===== src/design/bia_pkg.sv =====
// Shared constants, codes and controller/datapath types for the bitmap ID allocator.
`timescale 1ns / 1ps
`default_nettype none
package bia_pkg;

    localparam int NUM_IDS   = 1024;
    localparam int WORD_BITS = 64;
    localparam int MAP_WORDS = (NUM_IDS + WORD_BITS - 1) / WORD_BITS;
    localparam int WORD_AW   = (MAP_WORDS > 1) ? $clog2(MAP_WORDS) : 1;
    localparam int BIT_AW    = $clog2(WORD_BITS);

    localparam int ID_W      = 10;
    localparam int STATUS_W  = 2;

    localparam logic CMD_ALLOC = 1'b0;
    localparam logic CMD_FREE  = 1'b1;

    localparam logic [STATUS_W-1:0] ST_DONE     = 2'd0;
    localparam logic [STATUS_W-1:0] ST_FULL     = 2'd1;
    localparam logic [STATUS_W-1:0] ST_WAS_FREE = 2'd2;

    // controller -> datapath
    typedef struct packed {
        logic load;      // capture the input item, set first word address
        logic adv;       // step the scan read address
        logic check;     // evaluate the word at the RAM output
        logic out_load;  // move the pending result into the output register
    } t_dp_cmd;

    // datapath -> controller
    typedef struct packed {
        logic chk_done;  // current check settles the item
    } t_dp_stat;

endpackage
`default_nettype wire


===== src/design/bia_ram.sv =====
// Generic single-write, single-read RAM with registered read data.
`timescale 1ns / 1ps
`default_nettype none
module bia_ram #(
    parameter int WIDTH = 64,
    parameter int DEPTH = 16,
    parameter int AW    = (DEPTH > 1) ? $clog2(DEPTH) : 1
) (
    input  wire logic             i_clk,
    input  wire logic             i_we,
    input  wire logic [AW-1:0]    i_waddr,
    input  wire logic [WIDTH-1:0] i_wdata,
    input  wire logic [AW-1:0]    i_raddr,
    output logic      [WIDTH-1:0] o_rdata
);

    logic [WIDTH-1:0] r_mem [DEPTH];

    always_ff @(posedge i_clk) begin
        if (i_we) begin
            r_mem[i_waddr] <= i_wdata;
        end
        o_rdata <= r_mem[i_raddr];
    end

endmodule
`default_nettype wire


===== src/design/bia_datapath.sv =====
// Datapath: bitmap RAM, row valid bits, scan address, first-free search and result registers.
`timescale 1ns / 1ps
`default_nettype none
module bia_datapath (
    input  wire logic                          i_clk,
    input  wire logic                          i_rst_n,
    input  wire bia_pkg::t_dp_cmd              i_cmd,
    output bia_pkg::t_dp_stat                  o_stat,
    input  wire logic                          i_command,
    input  wire logic [bia_pkg::ID_W-1:0]      i_logic_id,
    output logic      [bia_pkg::ID_W-1:0]      o_granted_id,
    output logic      [bia_pkg::STATUS_W-1:0]  o_status
);
    import bia_pkg::*;

    logic                 r_cmd;
    logic [ID_W-1:0]      r_lid;
    logic [WORD_AW-1:0]   r_rd_addr;
    logic [WORD_AW-1:0]   r_chk_addr;
    logic [MAP_WORDS-1:0] r_row_valid;
    logic [ID_W-1:0]      r_pend_gid;
    logic [STATUS_W-1:0]  r_pend_st;

    logic [WORD_BITS-1:0] ram_rdata;
    logic [WORD_BITS-1:0] word;
    logic [WORD_BITS-1:0] free_bits;
    logic [BIT_AW-1:0]    bpos;
    logic                 found;
    logic [31:0]          alloc_id;
    logic                 alloc_ok;
    logic                 last_word;
    logic                 lid_in_range;
    logic                 lid_used;
    logic                 we;
    logic [WORD_BITS-1:0] wdata;
    logic [ID_W-1:0]      n_pend_gid;
    logic [STATUS_W-1:0]  n_pend_st;

    bia_ram #(
        .WIDTH (WORD_BITS),
        .DEPTH (MAP_WORDS)
    ) u_map (
        .i_clk   (i_clk),
        .i_we    (we),
        .i_waddr (r_chk_addr),
        .i_wdata (wdata),
        .i_raddr (r_rd_addr),
        .o_rdata (ram_rdata)
    );

    // a row never written reads as all free
    assign word      = r_row_valid[r_chk_addr] ? ram_rdata : '0;
    assign free_bits = ~word;

    // lowest free bit of the word
    always_comb begin
        bpos = '0;
        for (int b = WORD_BITS - 1; b >= 0; b--) begin
            if (free_bits[b]) begin
                bpos = BIT_AW'(b);
            end
        end
    end

    assign found        = |free_bits;
    assign alloc_id     = 32'({r_chk_addr, bpos});
    assign alloc_ok     = found && (alloc_id < 32'(NUM_IDS));
    assign last_word    = (r_chk_addr == WORD_AW'(MAP_WORDS - 1));
    assign lid_in_range = (32'(r_lid) < 32'(NUM_IDS));
    assign lid_used     = word[r_lid[BIT_AW-1:0]];

    always_comb begin
        we         = 1'b0;
        wdata      = word;
        n_pend_gid = '0;
        n_pend_st  = ST_DONE;
        if (r_cmd == CMD_ALLOC) begin
            o_stat.chk_done = found || last_word;
            wdata           = word | (WORD_BITS'(1) << bpos);
            if (alloc_ok) begin
                we         = i_cmd.check;
                n_pend_gid = ID_W'(alloc_id);
            end else begin
                n_pend_st  = ST_FULL;
            end
        end else begin
            o_stat.chk_done = 1'b1;
            wdata           = word & ~(WORD_BITS'(1) << r_lid[BIT_AW-1:0]);
            if (lid_in_range && lid_used) begin
                we = i_cmd.check;
            end else begin
                n_pend_st = ST_WAS_FREE;
            end
        end
    end

    always_ff @(posedge i_clk) begin
        if (!i_rst_n) begin
            r_row_valid <= '0;
        end else if (we) begin
            r_row_valid[r_chk_addr] <= 1'b1;
        end
    end

    always_ff @(posedge i_clk) begin
        r_chk_addr <= r_rd_addr;
        if (i_cmd.load) begin
            r_cmd     <= i_command;
            r_lid     <= i_logic_id;
            r_rd_addr <= (i_command == CMD_ALLOC) ? '0 : WORD_AW'(32'(i_logic_id) >> BIT_AW);
        end else if (i_cmd.adv && r_cmd == CMD_ALLOC) begin
            r_rd_addr <= r_rd_addr + WORD_AW'(1);
        end
        if (i_cmd.check && o_stat.chk_done) begin
            r_pend_gid <= n_pend_gid;
            r_pend_st  <= n_pend_st;
        end
        if (i_cmd.out_load) begin
            o_granted_id <= r_pend_gid;
            o_status     <= r_pend_st;
        end
    end

endmodule
`default_nettype wire


===== src/design/bia_ctrl.sv =====
// Controller: sequences accept, word read, scan/check and result hand-off.
`timescale 1ns / 1ps
`default_nettype none
module bia_ctrl (
    input  wire logic              i_clk,
    input  wire logic              i_rst_n,
    input  wire logic              i_in_valid,
    output logic                   o_in_stall,
    output logic                   o_out_valid,
    input  wire logic              i_out_stall,
    output bia_pkg::t_dp_cmd       o_cmd,
    input  wire bia_pkg::t_dp_stat i_stat
);
    import bia_pkg::*;

    typedef enum logic [1:0] {
        S_IDLE,
        S_READ,
        S_CHK,
        S_DONE
    } t_state;

    t_state r_state;
    t_state n_state;
    logic   slot_free;

    assign slot_free  = !o_out_valid || !i_out_stall;
    assign o_in_stall = (r_state != S_IDLE);

    always_comb begin
        n_state = r_state;
        o_cmd   = '0;
        unique case (r_state)
            S_IDLE: begin
                if (i_in_valid) begin
                    o_cmd.load = 1'b1;
                    n_state    = S_READ;
                end
            end
            S_READ: begin
                o_cmd.adv = 1'b1;
                n_state   = S_CHK;
            end
            S_CHK: begin
                o_cmd.check = 1'b1;
                o_cmd.adv   = 1'b1;
                if (i_stat.chk_done) begin
                    n_state = S_DONE;
                end
            end
            S_DONE: begin
                if (slot_free) begin
                    o_cmd.out_load = 1'b1;
                    n_state        = S_IDLE;
                end
            end
            default: n_state = S_IDLE;
        endcase
    end

    always_ff @(posedge i_clk) begin
        if (!i_rst_n) begin
            r_state     <= S_IDLE;
            o_out_valid <= 1'b0;
        end else begin
            r_state <= n_state;
            if (o_cmd.out_load) begin
                o_out_valid <= 1'b1;
            end else if (!i_out_stall) begin
                o_out_valid <= 1'b0;
            end
        end
    end

endmodule
`default_nettype wire


===== src/design/bitmap_id_allocator.sv =====
// Top level of the bitmap first-free identifier allocator.
//
// Input channel (i_in_valid / o_in_stall): one item is a command and an
// identifier. Allocate returns the lowest free identifier and marks it used;
// free clears the used bit of i_logic_id. Each item gives exactly one result.
// Output channel (o_out_valid / i_out_stall): granted identifier and status
// (done, no free identifier, identifier already free).
// The used map sits in a 64-bit wide RAM, one word per 64 identifiers.
// Search: a free reads and checks the one word that holds i_logic_id; an
// allocate scans words from word 0 upward until one has a free bit or the
// last word is reached (1 to 16 words), reading one RAM word per cycle
// through the single read port. One item is handled at a time; a new item is
// taken the cycle after the previous result moves to the output register.
// The output register holds a result while i_out_stall is high; the next
// item may be accepted meanwhile and waits for the register to drain.
// Reset: synchronous, active low; every identifier becomes free at once
// through per-word valid bits, so there is no clearing pass.
`timescale 1ns / 1ps
`default_nettype none
module bitmap_id_allocator (
    input  wire logic                         i_clk,
    input  wire logic                         i_rst_n,
    input  wire logic                         i_in_valid,
    output logic                              o_in_stall,
    input  wire logic                         i_command,
    input  wire logic [bia_pkg::ID_W-1:0]     i_logic_id,
    output logic                              o_out_valid,
    input  wire logic                         i_out_stall,
    output logic      [bia_pkg::ID_W-1:0]     o_granted_id,
    output logic      [bia_pkg::STATUS_W-1:0] o_status
);
    import bia_pkg::*;

    t_dp_cmd  cmd;
    t_dp_stat stat;

    // sequencing: accept, first read, scan/check, result hand-off
    bia_ctrl u_ctrl (
        .i_clk       (i_clk),
        .i_rst_n     (i_rst_n),
        .i_in_valid  (i_in_valid),
        .o_in_stall  (o_in_stall),
        .o_out_valid (o_out_valid),
        .i_out_stall (i_out_stall),
        .o_cmd       (cmd),
        .i_stat      (stat)
    );

    // bitmap storage, first-free search and result registers
    bia_datapath u_dp (
        .i_clk        (i_clk),
        .i_rst_n      (i_rst_n),
        .i_cmd        (cmd),
        .o_stat       (stat),
        .i_command    (i_command),
        .i_logic_id   (i_logic_id),
        .o_granted_id (o_granted_id),
        .o_status     (o_status)
    );

endmodule
`default_nettype wire


===== config.mk =====
export PLATFORM = sky130hd
export DESIGN_NAME = bitmap_id_allocator
export DESIGN_NICKNAME = d
export VERILOG_FILES = /design/src/design/bia_pkg.sv /design/src/design/bia_ram.sv /design/src/design/bia_datapath.sv /design/src/design/bia_ctrl.sv /design/src/design/bitmap_id_allocator.sv
export SDC_FILE = /design/constraint.sdc
export NUM_CORES = 1
export LEC_CHECK = 0
export ABC_AREA = 1
export BUFFER_PORTS_ARGS = -buffer_cell sky130_fd_sc_hd__buf_2
export CAP_MARGIN = 30
export CORE_UTILIZATION = 40
export DETAILED_ROUTE_END_ITERATION = 7
export GPL_TIMING_DRIVEN = 0
export MAX_ROUTING_LAYER = met4
export PLACE_DENSITY_LB_ADDON = 0.05
export SKIP_CTS_REPAIR_TIMING = 1
export SKIP_LAST_GASP = 1
export SLEW_MARGIN = 20
export SYNTH_ARGS = -nofsm -noshare
export SYNTH_HDL_FRONTEND = slang
export SYNTH_SLANG_ARGS = --single-unit

===== constraint.sdc =====
create_clock -name i_clk -period 17.83 [get_ports i_clk]
set_input_delay 5.349 -clock i_clk [delete_from_list [all_inputs] [get_ports i_clk]]
set_output_delay 5.349 -clock i_clk [all_outputs]
set_load 0.1 [all_outputs]

==> results of run 1 <==
path summary, 6_finish.rpt:
check             slack (ns)                       to  cells after the start          startpoint
hold / removal          0.40       u_dp.r_chk_addr[3]                      0   u_dp.r_rd_addr[3]
setup / recovery       10.62               o_in_stall                      4   u_ctrl.r_state[0]
setup reg to reg       11.77  u_dp.u_map.r_mem[1][21]                     43  u_dp.r_chk_addr[0]
hold reg to reg         0.40       u_dp.r_chk_addr[3]                      0   u_dp.r_rd_addr[3]
synthesized netlist by cell type:
cell type  count
edfxtp_1    1059
nand2_1      627
o21ai_0      411
nor2_1       353
nand3_1      216
clkbuf_1     211
a21oi_1      181
inv_1        106
o22ai_1       93
dfxtp_1       87
a221oi_1      80
nand4_1       60
o221ai_1      51
buf_1         20
o21a_1        16
nor2_2        15
nor4_1        13
nor3_1        11
o211ai_1      11
o311ai_0       6
ha_1           5
nand2_2        5
a22o_1         4
buf_4          4
nand3_2        4
clkinv_1       3
inv_2          3
a31oi_1        2
inv_4          2
o2111ai_1      2
o21ai_1        2
a211oi_1       1
a21boi_4       1
nor2_8         1
o21ai_2        1
o21bai_2       1
or2_2          1
xnor2_1        1
stage by stage:
stage | utilization [%] | instance area, sq um | instances | hold slack, ns
6_report | 47.1 | 53100 | 5502 | 0.400
3_3_place_gp | 42.2 | 47500 | 5197 | 0.364
4_1_cts | 47.1 | 53100 | 5494 | 0.400
3_5_place_dp | 43.7 | 49200 | 5269 | 0.387
2_1_floorplan | - | 45500 | 3670 | 0.346
5_1_grt | 47.1 | 53100 | 5496 | 0.406
logic make-up (layout without fill, tap and decap cells):
logic type | count (synthesis) | count (layout) | synth area share (%)
AO/OA/AOI/OAI | 863 | 863 | 11.1
buffers and inverters | 349 | 675 | 2.92
other | 0 | 6 | 0
adder cells (fa/ha/maj) | 5 | 5 | 0.138
XOR/XNOR | 1 | 1 | 0.0193
flip-flops | 1146 | 1146 | 73.8
AND/OR/NAND/NOR | 1306 | 1306 | 12.0
routing by layer:
metal	vias up	wire length, microns	global-route usage (%)
li1	14030	-	-
met1	16176	76300	42.6
met2	1275	77000	45.5
met3	233	11300	3.85
met4	0	4110	7.93
met5	-	0	-
registers in the layout, summed over array words and instances, names as in the netlist, 2 cells and up:
| register | cells |
|---|---|
| u_dp.u_map.r_mem | 1024 |
| u_dp.r_chk_addr | 4 |
| u_dp.r_lid | 6 |
| u_dp.r_row_valid | 16 |
| u_dp.r_pend_gid | 10 |
| u_dp.r_pend_st | 2 |
| u_dp.r_rd_addr | 4 |
| u_dp.o_granted_id | 10 |
| u_dp.o_status | 2 |
| u_dp.u_map.o_rdata | 64 |
| u_ctrl.r_state | 2 |
area by class of cell:
class | count | area [sq um] | area share, %
inverter | 114 | 433 | 0.815
tap | 1500 | 1880 | 3.53
buffer | 235 | 923 | 1.74
clock inverter | 58 | 427 | 0.803
antenna | 6 | 15.0 | 0.0283
clock buffer | 167 | 3420 | 6.43
sequential | 1146 | 33500 | 63.2
timing repair buffer | 101 | 1740 | 3.28
multi-input combinational | 2175 | 10700 | 20.2
power by group through the flow:
stage	sequential (W)	combinational, W	clock (W)
finish	0.00326	0.00285	0.00246
global route	0.00328	0.00303	0.00259
CTS	0.00326	0.00284	0.00249
detailed placement	0.00332	0.00283	0
global placement	0.00334	0.00277	0
floorplan	0.00331	0.00141	0
worst max-delay path: stages (launching register included):
cell and delay (ns):
dfxtp_1 0.34, inv_1 0.09, ha_1 0.22, inv_1 0.07
buf_2 0.43
==> summary.md, run 1 <==
| Metric | Value |
|---|---|
| Status | `complete, no violations` |
| DIE WIDTH | `approximately 340 microns` |
| I/O Buffers | `27` |
| Hold Path Class | `flip-flop to flip-flop` |
| Commonest non-fill, non-tap cell in the layout | `edfxtp_1` |
| Sequential power share | `38.1%` |
| GR Overflow Total | `0` |
| DRT iter0 DRCs | `3516` |
| Initial antenna violation count | `8` |
| TNS Setup | `0 ns` |
| Worst Tran Pin Value | `approximately 1.1 ns` |
| Top cells by area, synth | `edfxtp_1 (70%), nand2_1 (5.2%), o21ai_0 (4.5%)` |
| Commonest cells after routing, fill and taps aside | `edfxtp_1 (1059), nand2_1 (626), o21ai_0 (411), nor2_1 (337), clkbuf_1 (220)` |
| Routability cong. | `1.00` |
| Data required time at the worst endpoint | `approximately 12 ns` |
| Sw Pwr | `0.00336 W` |
| Post-synthesis cell type count | `38` |
| Critical path capture point type | `primary output` |
| Layout area overhead | `16.8%` |
| CTS Root Cell | `clkbuf_16` |
| Sw frac | `39.2%` |
| Crit Path Max Fanout | `4` |
| Max Root-Sink Buffers | `3` |
| Final setup viols | `0` |
| Number of global-route vias before repair | `approximately 30000` |
| Mapped cell area | `45500 sq um` |
| Yosys top cell by area | `edfxtp_1` |
| GRT Overall Usage | `30.0%` |
| Nets@finish | `3912` |
| Pleak | `about 18 nW` |
| Synth Warn # | `0` |
| Worst setup margin | `10.62 ns` |
| WL/cell | `30.7 microns` |
| Num CTS Buffers | `119` |
| Comb pwr share | `33.3%` |
| Effective utilization at floorplan | `40.4%` |
| Post-synthesis sequential area ratio | `around three quarters` |
| Top cell type's share of synthesized area | `approximately 70%` |
| Tot Pwr | `0.00858 W` |
| Final Skew | `0.0205 ns` |
| CTS clk-pin slew, worst paths | `around 0.060 ns` |
| Flops & latches, synth | `1146` |
| Largest net degree at the start of global routing | `20` |
| Die area | `115000 sq um` |
| DRC Markers | `0` |
| Minimum clock period | `7.21 ns` |
| Total Wirelength | `169000 microns` |
| First-pass GRT wire length | `235000 microns` |
| VDD IR max | `0.0926 mV` |
| Area of the core | `113000 sq um` |
| Slew Limit Headroom | `between 20% and 30%` |
| # rows | `around 120` |
| Startpoint Class | `flip-flop` |
| Via count | `31714` |
| Clock Latency Late Sink | `0.72 ns` |
| CTS tree | `yes` |
| CTS Sinks | `1146` |
| Vias/cell | `5.76` |
| Pwr/cell area | `161 nW/um^2` |
| Crit path DAT | `1.86 ns` |
| Max-Cap Viols | `0` |
| Clock Power Share | `28.7%` |
| Fin. max-slew vios | `0` |
| Final hold vios | `0` |
| RSZ-0062 raised after global routing | `no` |
| Final worst path period share | `between 40% and 50%` |
| Dpl hpwl | `117000 microns` |
| Drt pass-1 iters | `5` |
| Place WS | `11.35 ns` |
| Die Y | `about 340 microns` |
| Antenna Nets Post-Route | `0` |
| Post-Syn Area per Cell | `12.4 sq um` |
| Syn Nets | `3690` |
| Fill count | `slightly above 10000` |
| Worst setup path class | `flip-flop to primary output` |
| Pint | `0.00522 W` |
| Share of cells above drive strength 1 | `8.78%` |
| F_max | `around 140 MHz` |
| H-tree depth | `3` |
| Num ports | `29` |
| Syn Inst Count | `3670` |
(Power assumes the default switching activity.)
==> run 2, diff against run 1 <==
- ABC_AREA: 1 -> 0
- clock period: 17.83 -> 6.1 ns (I/O delays scaled with it)
==> run 2 against run 1 <==
Net effect:
- synthesized cell count fell by 28%
- routed wire length fell by 15%
- register-to-register slack got worse by 11 ns
- die area rose by 0.67%
- final area rose by 1.9%
- count of clock-buffer cells in the layout fell by 13
- sequential power rose to 3.0 times the previous value
- critical path type is now flip-flop to flip-flop
- critical endpoint is now u_dp.u_map.r_mem[10][43]
- largest power group unchanged
==> summary.md, run 2 <==
| Metric | Value |
|---|---|
| Status | `complete, no violations (unchanged)` |
| Largest net degree at the start of global routing | `23 (was 20)` |
| WL/cell | `31.3 microns (was 30.7 microns)` |
| Effective utilization at floorplan | `40.5% (was 40.4%)` |
| Worst setup path class | `flip-flop to flip-flop (was flip-flop to primary output)` |
| Vias/cell | `5.84 (was 5.76)` |
| Crit path cell chain | `buf_4, mux4_2, mux2i_1, mux2i_2, o311ai_1, and3_1, or3b_4, buf_6, nor3_2, buf_4, buf_4, buf_4, buf_4, buf_4 (was inv_1, ha_1, inv_1, buf_2)` |
| F_max | `201 MHz` |
| Synth top cells by count | `edfxtp_1 (1059), mux2i_1 (197), o21ai_0 (166) (was edfxtp_1 (1059), nand2_1 (627), o21ai_0 (411))` |
| Number of global-route vias before repair | `26447 (was 30041)` |
| H-tree depth | `3 (unchanged)` |
| CTS tree | `yes (unchanged)` |
| Startpoint Class | `flip-flop (unchanged)` |
| Crit Path Max Fanout | `10 (was 4)` |
| Reg2reg setup slack | `1.11 ns (was 11.77 ns)` |
| Worst setup margin | `1.11 ns (was 10.62 ns)` |
| DIE WIDTH | `340 microns (was 339 microns)` |
| Crit Reg-Reg Startpoint | `u_dp.r_chk_addr[2] (was u_dp.r_chk_addr[0])` |
| Fill count | `9664 (was 10259)` |
| DRT iter0 DRCs | `2921 (was 3516)` |
| Total Wirelength | `144000 microns (was 169000 microns)` |
| Syn Nets | `2651 (was 3690)` |
| Max reg flops | `1024 (unchanged)` |
| Die Y | `340 microns (was 339 microns)` |
| CTS Sinks | `1146 (unchanged)` |
| Dominant cell by count in the synthesized netlist | `edfxtp_1 (unchanged)` |
| Final setup viols | `0 (unchanged)` |
| Worst Hold Depth | `0 (unchanged)` |
| Nets@finish | `3015 (was 3912)` |
| Post-synthesis sequential area ratio | `73.3% (was 73.8%)` |
| Register bank with the most flops | `u_dp.u_map.r_mem (unchanged)` |
| Hold Path Class | `flip-flop to flip-flop (unchanged)` |
| Dpl hpwl | `103000 microns (was 117000 microns)` |
| Critical Path Max Stage Delay | `0.69 ns (was 0.43 ns)` |
| Pleak | `17.3 nW (was 17.6 nW)` |
| Most used cell along the critical path | `buf_4 (was inv_1)` |
| GR Overflow Total | `0 (unchanged)` |
| VDD IR max | `0.283 mV (was 0.0926 mV)` |
| First-pass GRT wire length | `202000 microns (was 235000 microns)` |
| Data required time at the worst endpoint | `6.50 ns (was 12.48 ns)` |
| Final worst path period share | `81.7%` |
| Routability cong. | `0.943 (was 1.00)` |
| Via count | `26820 (was 31714)` |
| WHS Endpoint | `u_dp.r_chk_addr[0] (was u_dp.r_chk_addr[3])` |
| Crit path DAT | `5.39 ns (was 1.86 ns)` |
| Ys async rst share | `0% (unchanged)` |
| # diodes | `0 (was 6)` |
| Share of cells above drive strength 1 | `24.8% (was 8.78%)` |
| Area of the core | `113000 sq um (about the same)` |
| Max Root-Sink Buffers | `3 (unchanged)` |
| Clock Latency Late Sink | `0.72 ns (about the same)` |
| Synth Warn # | `0 (unchanged)` |
| Max-Cap Viols | `0 (unchanged)` |
| Place WS | `1.21 ns (was 11.35 ns)` |
| Regs by FF count | `u_dp.u_map.r_mem: 1024 flops, u_dp.u_map.o_rdata: 64 flops, u_dp.r_row_valid: 16 flops (unchanged)` |
| # rows | `123 (unchanged)` |
| Flops & latches, synth | `1146 (unchanged)` |
| R2R cell count | `14 (was 43)` |
| DRC Markers | `0 (unchanged)` |
| Layout area overhead | `18.2% (was 16.8%)` |
| Final core utilization | `47.9% (was 47.1%)` |
| Worst Tran Pin Value | `1.08 ns (was 1.10 ns)` |
| Num ports | `29 (unchanged)` |
| Hold Startpoint | `u_dp.r_rd_addr[0] (was u_dp.r_rd_addr[3])` |
| Syn Inst Count | `2631 (was 3670)` |
| CTS Root Cell | `clkbuf_16 (unchanged)` |
| Initial antenna violation count | `7 (was 8)` |
| Most common flop cell mapped by yosys | `edfxtp_1 (unchanged)` |
| GRT Overall Usage | `25.6% (was 30.0%)` |
| Commonest non-fill, non-tap cell in the layout | `edfxtp_1 (unchanged)` |
| Post-Syn Area per Cell | `17.4 sq um (was 12.4 sq um)` |
| Top cells by area, synth | `edfxtp_1 (69%), mux4_2 (7.1%), mux2i_1 (4.3%) (was edfxtp_1 (70%), nand2_1 (5.2%), o21ai_0 (4.5%))` |
| I/O Buffers | `27 (unchanged)` |
| Slowest stage cell, crit path | `nor3_2 (was buf_2)` |
| Final Skew | `0.0354 ns (was 0.0205 ns)` |
| CTS clk-pin slew, worst paths | `0.07 ns (was 0.06 ns)` |
| Post-synthesis cell type count | `74 (was 38)` |
| Number of enable flip-flop cells after synthesis | `1059 (unchanged)` |
| Pwr/cell area | `441 nW/um^2 (was 161 nW/um^2)` |
| Die area | `116000 sq um (was 115000 sq um)` |
| Drt pass-1 iters | `6 (was 5)` |
| Critical path capture point type | `flip-flop (was primary output)` |
| Minimum clock period | `4.99 ns` |
| Tot Pwr | `0.0239 W (was 0.00858 W)` |
| Mapped cell area | `45800 sq um (was 45500 sq um)` |
| R2R Path End | `u_dp.u_map.r_mem[10][43] (was u_dp.u_map.r_mem[1][21])` |
| Yosys top cell by area | `edfxtp_1 (unchanged)` |
| Final hold vios | `0 (unchanged)` |
| RSZ-0062 raised after global routing | `no (unchanged)` |
| Fin. max-slew vios | `0 (unchanged)` |
| Commonest cells after routing, fill and taps aside | `edfxtp_1 (1059), mux2i_1 (197), o21ai_0 (163), buf_4 (148), mux4_2 (144) (was edfxtp_1 (1059), nand2_1 (626), o21ai_0 (411), nor2_1 (337), clkbuf_1 (220))` |
| Slew Limit Headroom | `28.1% (was 26.4%)` |
| Antenna Nets Post-Route | `0 (unchanged)` |
| Top cell type's share of synthesized area | `69.5% (was 69.9%)` |
| Num CTS Buffers | `119 (unchanged)` |
-- run 2: cell types whose count changed in the layout (fill, tap and decap cells not counted), sizes merged, moves of 54 or more --
cell,change
a21oi,-96
a22oi,+65
buf,+172
clkbuf,-127
inv,-88
mux2,+66
mux2i,+198
mux4,+146
nand2,-494
nand3,-180
nor2,-339
o211ai,+54
o21ai,-236
o22ai,-89
-- run 2: area by class of cell --
class | count | area [sq um] | share of cell area (%)
plain buffers | 151 | 666 | 1.23
clock buffers | 154 | 3190 | 5.90
clock inverters | 64 | 577 | 1.07
inverters | 25 | 93.8 | 0.173
multi-input cells | 1309 | 12000 | 22.2
flip-flops and latches | 1146 | 33500 | 62.0
well taps | 1500 | 1880 | 3.47
repair buffers | 243 | 2160 | 3.98
-- run 2: worst max-delay path by stage --
stage                                          end  slack (ns)          startpoint  cells past startpoint
after floorplan            u_dp.u_map.r_mem[10][0]       -0.89       u_dp.r_lid[0]                      9
after CTS                 u_dp.u_map.r_mem[10][43]        1.17  u_dp.r_chk_addr[2]                     14
after global placement    u_dp.u_map.r_mem[11][45]       -9.04  u_dp.r_chk_addr[2]                      9
after global routing      u_dp.u_map.r_mem[10][43]        1.08  u_dp.r_chk_addr[2]                     14
final                     u_dp.u_map.r_mem[10][43]        1.11  u_dp.r_chk_addr[2]                     14
after detailed placement  u_dp.u_map.r_mem[10][45]        1.21  u_dp.r_chk_addr[2]                     14
-- run 2: critical path: cells and delay by family, from the launching register on --
family          cells  cell delay, ns
flops               1            0.30
compound gates      1            0.23
simple gates        3            1.50
mux                 3            1.07
buf+inv             7            1.55
-- run 2: layer usage --
layer	track usage [%]	routed length, microns	share of wire [%]	up-vias
li1	-	-	-	11498
met1	37.0	65600	46	14136
met2	39.0	66500	46	1006
met3	3.18	9160	6.4	180
met4	4.97	2670	1.9	0
met5	-	0	0	-
-- run 2: cell families (layout without fill, tap and decap cells) --
group                      after synthesis  in the layout  share of synthesized area [%]
buffers and inverters                  176            637                           1.60
AOI/OAI and AO/OA                      563            563                           8.11
adders and majority gates                5              5                          0.137
DFF                                   1146           1146                           73.3
xor gates and xnor gates                 2              2                         0.0383
muxes                                  410            410                           13.2
and+or+nand+nor                        329            329                           3.69
-- run 2: power breakdown --
group          switching [W]  internal [W]  total [W]
Clock                0.00299       0.00405    0.00704
Sequential          0.000639       0.00904    0.00967
Combinational        0.00463       0.00251    0.00714
Total                0.00826        0.0156     0.0239
-- run 2: through the flow --
stage | hold WS (ns) | area (sq um) | std cells | TNS [ns]
2_1_floorplan | 0.375 | 45800 | 2631 | -396.10
3_3_place_gp | 0.398 | 47800 | 4158 | -6354.17
3_5_place_dp | 0.396 | 50200 | 4361 | 0
4_1_cts | 0.412 | 54000 | 4579 | 0
5_1_grt | 0.422 | 54100 | 4592 | 0
6_report | 0.417 | 54100 | 4592 | 0
